`src/sv/frbs_pkg.sv`:
```
// ----------------------------------------------------------------------------
// frbs_pkg
// Shared types and constants for the frame-relative byte stack.
// ----------------------------------------------------------------------------
package frbs_pkg;

	// Field widths of the stream items.
	localparam int CMD_W  = 3;
	localparam int VAL_W  = 8;
	localparam int OFF_W  = 11;
	localparam int STAT_W = 2;

	// Default stack capacity in bytes.
	localparam int DEFAULT_STACK_DEPTH = 1024;

	// Command codes.
	localparam logic [CMD_W-1:0] CMD_PUSH  = 3'd0;
	localparam logic [CMD_W-1:0] CMD_POP   = 3'd1;
	localparam logic [CMD_W-1:0] CMD_WRITE = 3'd2;
	localparam logic [CMD_W-1:0] CMD_READ  = 3'd3;
	localparam logic [CMD_W-1:0] CMD_SETFB = 3'd4;

	// Status codes.
	localparam logic [STAT_W-1:0] STAT_OK        = 2'd0;
	localparam logic [STAT_W-1:0] STAT_OVERFLOW  = 2'd1;
	localparam logic [STAT_W-1:0] STAT_UNDERFLOW = 2'd2;
	localparam logic [STAT_W-1:0] STAT_RANGE     = 2'd3;

	// Commands from the controller to the datapath.
	typedef struct packed {
		logic load_in;
		logic exec;
		logic load_out;
	} frbs_ctl_t;

endpackage

```
`src/sv/frbs_ctrl.sv`:
```
// ----------------------------------------------------------------------------
// frbs_ctrl
// Controller: sequences capture, evaluation and result load for each command
// and owns the handshake flags of both stream sides.
// ----------------------------------------------------------------------------
module frbs_ctrl (
	input  logic             clk,
	input  logic             arst_n,
	input  logic             s_tvalid,
	output logic             s_tready,
	output logic             m_tvalid,
	input  logic             m_tready,
	output frbs_pkg::frbs_ctl_t ctl
);
	import frbs_pkg::*;

	typedef enum logic [1:0] {
		S_IDLE,
		S_EXEC,
		S_WB
	} state_t;

	state_t state_q;
	logic   m_tvalid_q;
	logic   out_free;

	// The output register is free when empty or being emptied this cycle.
	assign out_free = !m_tvalid_q || m_tready;

	// A new command may be captured while the previous result is loaded.
	always_comb begin
		s_tready     = (state_q == S_IDLE) || ((state_q == S_WB) && out_free);
		ctl.load_in  = s_tvalid && s_tready;
		ctl.exec     = (state_q == S_EXEC);
		ctl.load_out = (state_q == S_WB) && out_free;
	end

	assign m_tvalid = m_tvalid_q;

	// State and output valid flag.
	always_ff @(posedge clk or negedge arst_n) begin
		if (!arst_n) begin
			state_q    <= S_IDLE;
			m_tvalid_q <= 1'b0;
		end else begin
			case (state_q)
				S_IDLE: begin
					if (s_tvalid) begin
						state_q <= S_EXEC;
					end
					if (m_tready) begin
						m_tvalid_q <= 1'b0;
					end
				end
				S_EXEC: begin
					state_q <= S_WB;
					if (m_tready) begin
						m_tvalid_q <= 1'b0;
					end
				end
				S_WB: begin
					if (out_free) begin
						m_tvalid_q <= 1'b1;
						state_q    <= s_tvalid ? S_EXEC : S_IDLE;
					end
				end
				default: begin
					state_q <= S_IDLE;
				end
			endcase
		end
	end

	// A captured command is always evaluated in the next cycle.
	a_accept_exec: assert property (@(posedge clk) disable iff (!arst_n)
		ctl.load_in |=> (state_q == S_EXEC))
		else $error("accepted command not evaluated");

	// The result register fills only from the write-back state.
	a_rise_from_wb: assert property (@(posedge clk) disable iff (!arst_n)
		$rose(m_tvalid_q) |-> $past(state_q == S_WB))
		else $error("result valid raised outside write-back");

	// No capture during evaluation.
	a_no_accept_exec: assert property (@(posedge clk) disable iff (!arst_n)
		(state_q == S_EXEC) |-> !s_tready)
		else $error("input ready during evaluation");

endmodule

```
`config.mk`:
```
export PLATFORM = sky130hd
export DESIGN_NAME = frbs_ctrl
export DESIGN_NICKNAME = d
export VERILOG_FILES = /design/src/sv/frbs_pkg.sv /design/src/sv/frbs_ctrl.sv
export SDC_FILE = /design/constraint.sdc
export NUM_CORES = 1
export LEC_CHECK = 0
export BUFFER_PORTS_ARGS = -buffer_cell sky130_fd_sc_hd__buf_2
export CAP_MARGIN = 10
export CELL_PAD_IN_SITES_DETAIL_PLACEMENT = 0
export CELL_PAD_IN_SITES_GLOBAL_PLACEMENT = 1
export CORE_AREA = 5 5 42 44
export DETAILED_ROUTE_END_ITERATION = 10
export DIE_AREA = 0 0 47 49
export GPL_ROUTABILITY_DRIVEN = 0
export GPL_TIMING_DRIVEN = 0
export HOLD_SLACK_MARGIN = 0.02
export PLACE_DENSITY_LB_ADDON = 0.1
export SYNTH_ARGS = -nofsm -noshare
export SYNTH_HDL_FRONTEND = slang
export SYNTH_SLANG_ARGS = --single-unit
```
`constraint.sdc`:
```
create_clock -name clk -period 1.22 [get_ports clk]
set_input_delay 0.244 -clock clk [delete_from_list [all_inputs] [get_ports clk]]
set_output_delay 0.244 -clock clk [all_outputs]
set_load 0.005 [all_outputs]
```
==> summary.txt <==
Status
  • Status: finished, violations left
  • Failing checks: setup timing

Power
  • PwrDens: 1440 mW/mm^2
  • Total power draw: 427 uW
  • VDD IR-drop max: 410 uV
  • LEAKAGE: 0.164 nW

Die
  • # rows: 14
  • Ports: 9
  • Die area: 0.00230 mm^2
  • Die Y: 49 um
  • Effective utilization at floorplan: 0.104
  • Chip width: 47 um
  • Core box area: 0.00140 mm^2

Yosys
  • Cell taking the most area after synthesis: dfrtp_1
  • Synthesized flop and latch total: 3
  • Mapped Cells: 14
  • Post-synthesis sequential area ratio: 0.517
  • Yosys cell types: 6
  • Synth top cells by count: a21oi_1, dfrtp_1
  • Post-Syn Nets: 18
  • Prevailing post-synth register cell: dfrtp_1
  • Synth Area per Inst: 10.4 um^2
  • Top cells by area, synth: dfrtp_1, a21oi_1, a21o_1, and2b_1, nand2b_1
  • Post-Syn Area: 145 um^2
  • Synth top area share: 0.517
  • Number of synthesized flops with an enable pin: 0
  • Fraction of registers with async set/reset: 1.00
  • Ys Warns: 0

Setup path
  • Crit. End Element: output pin
  • Slowest stage cell, crit path: dfrtp_1
  • Crit path DAT: 1.08 ns
  • Slowest stage delay, CP: 0.37 ns
  • R2R Path Start: m_tvalid
  • Kind of start point of the critical path: flop
  • Worst EP required: 0.98 ns
  • FF-to-FF End: m_tvalid
  • CP Class: flop to output pin
  • Crit-path max FO: 6
  • Register-to-register setup slack: 0.21 ns
  • Cell Chain, Critical Path: and2b_2, a21oi_2, buf_2
  • Worst r2r path cells: 3

Clocking
  • Root buf cell: clkbuf_4
  • H-tree depth: 1
  • Skew-Pair Late Insertion Delay: 0.23 ns
  • Reg clk slew, reported paths: 0.04 ns
  • CTS buffer count: 3
  • # clock sinks: 3
  • CTS tree: built
  • CTS Buffer Depth: 2

Final layout
  • Fin cells: 49
  • N_diodes: 0
  • Sequential Area: 76.3 um^2
  • Post-layout util: 0.212
  • Total Nets Final: 38
  • Layout fillers: 174
  • Multi-input logic area: 78.8 um^2
  • Layout cells sized above 1: 0.636
  • Area growth, synth to finish: 104%

Min path
  • Hold endpoint: state_q[0]
  • Hold Path Class: input port to flop
  • Hold path start: s_tvalid
  • Hold path cells: 3

Drt
  • 1st-iter DRT viols: 1
  • Residual DRC: 0
  • Pre-Repair DR Iteration Count: 2
  • WL per Instance: 8.86 um
  • Post-DR vias/cell: 3.24
  • Post-DRT Antenna Nets: 0
  • Routed via count: 159
  • Routed WL: 434 um

Global routing
  • Initial antenna violation count: 0
  • Total global routing overflow: 0
  • All-Layer GR Usage: 0.0451
  • Largest net degree at the start of global routing: 7
  • Global-route wire length before repair: 690 um
  • Vias in the first global route: 189

Timing
  • Final setup TNS: -0.305 ns
  • Fmax: 753 MHz
  • Worst slew pin tran: 0.151 ns
  • Worst relative slew slack: 0.900
  • Setup repair after global routing missed its margin: true
  • Fin crit period: 1.33 ns
  • Final worst slack: -0.107 ns
  • Period utilisation layout: 1.09
  • Worst hold margin: 0.297 ns
  • Final Skew: 0.00172 ns
  • Final Max Tran Viols: 0
  • Final setup fails: 3
  • Endpoints failing hold: 0

Run
  • Max-cap violations: 0

Placement
  • # placed instances: 38
  • I/O Buffers: 8
-- metrics by stage --
stage / area (um^2) / setup WS, ns
6_report: 297 / -0.107
4_1_cts: 297 / -0.127
3_5_place_dp: 205 / 0.0910
2_1_floorplan: 145 / 0.225
5_1_grt: 297 / -0.173
3_3_place_gp: 205 / 0.0926
-- cell type report --
cell class,instances,area share
clock buffers,4,0.0886
well taps,16,0.0675
repair buffers,15,0.321
multi-input cells,11,0.266
flip-flops and latches,3,0.257
-- power by group --
| part | switching [mW] | total [mW] | internal (mW) |
|---|---|---|---|
| sequential | 0.0127 | 0.130 | 0.117 |
| combinational | 0.0487 | 0.127 | 0.0784 |
| clock | 0.0474 | 0.170 | 0.122 |
-- worst max-delay path by stage --
stage,from,to,slack [ns],cells past startpoint
CTS,m_tvalid,ctl[2],-0.13,3
floorplan,m_tvalid,ctl[2],0.23,2
finish,m_tvalid,ctl[2],-0.11,3
global placement,m_tvalid,ctl[2],0.09,3
detailed placement,m_tvalid,ctl[2],0.09,3
global route,m_tvalid,ctl[0],-0.17,3
-- layer usage --
| metal | vias to the layer above | track usage | share of wire |
|---|---|---|---|
| met2 | 4 | 0.0588 | 0.54 |
| met1 | 70 | 0.0442 | 0.38 |
| met4 | 0 | 0.0691 | 0 |
| met5 | - | 0 | 0 |
| met3 | 0 | 0.0111 | 0.076 |
| li1 | 85 | - | - |
-- flip-flops by register name, indices dropped and copies added, names as in the netlist --
| register | flops |
|---|---|
| m_tvalid | 1 |
| state_q | 2 |
-- cell usage in the layout, fill, tap and decap left out --
| master | instances |
|---|---|
| buf_2 | 8 |
| buf_4 | 6 |
| clkbuf_4 | 3 |
| nor2b_1 | 2 |
| a21oi_2 | 2 |
| nand2b_1 | 2 |
| a21o_1 | 2 |
| dfrtp_1 | 2 |
| and2b_1 | 1 |
| and2b_2 | 1 |
| a21oi_1 | 1 |
| clkbuf_1 | 1 |
| dlygate4sd3_1 | 1 |
| dfrtp_2 | 1 |
-- repair_timing --
| item | in CTS | in global routing |
|---|---|---|
| endpoints found under the hold margin | 3 | 0 |
| hold buffers | 1 | 0 |
| gates resized for setup | 4 | 0 |
| buffers inserted | 6 | 0 |
| setup endpoints to repair | 4 | 4 |
| pin swaps | 2 | 0 |
-- logic make-up (layout without fill, tap and decap cells) --
group,after synthesis,in the layout,synth area share
AO/OA/AOI/OAI,5,5,0.207
flip-flops,3,3,0.517
buffers and inverters,0,19,0
AND/OR/NAND/NOR,6,6,0.276
-- critical path: cells and delay by family, from the launching register on --
| kind | cells | cell delay (ns) |
|---|---|---|
| AO/OA/AOI/OAI | 1 | 0.12 |
| flip-flops | 1 | 0.37 |
| buffers and inverters | 1 | 0.12 |
| AND/OR/NAND/NOR | 1 | 0.25 |
Power figures use the tool's default switching activity.
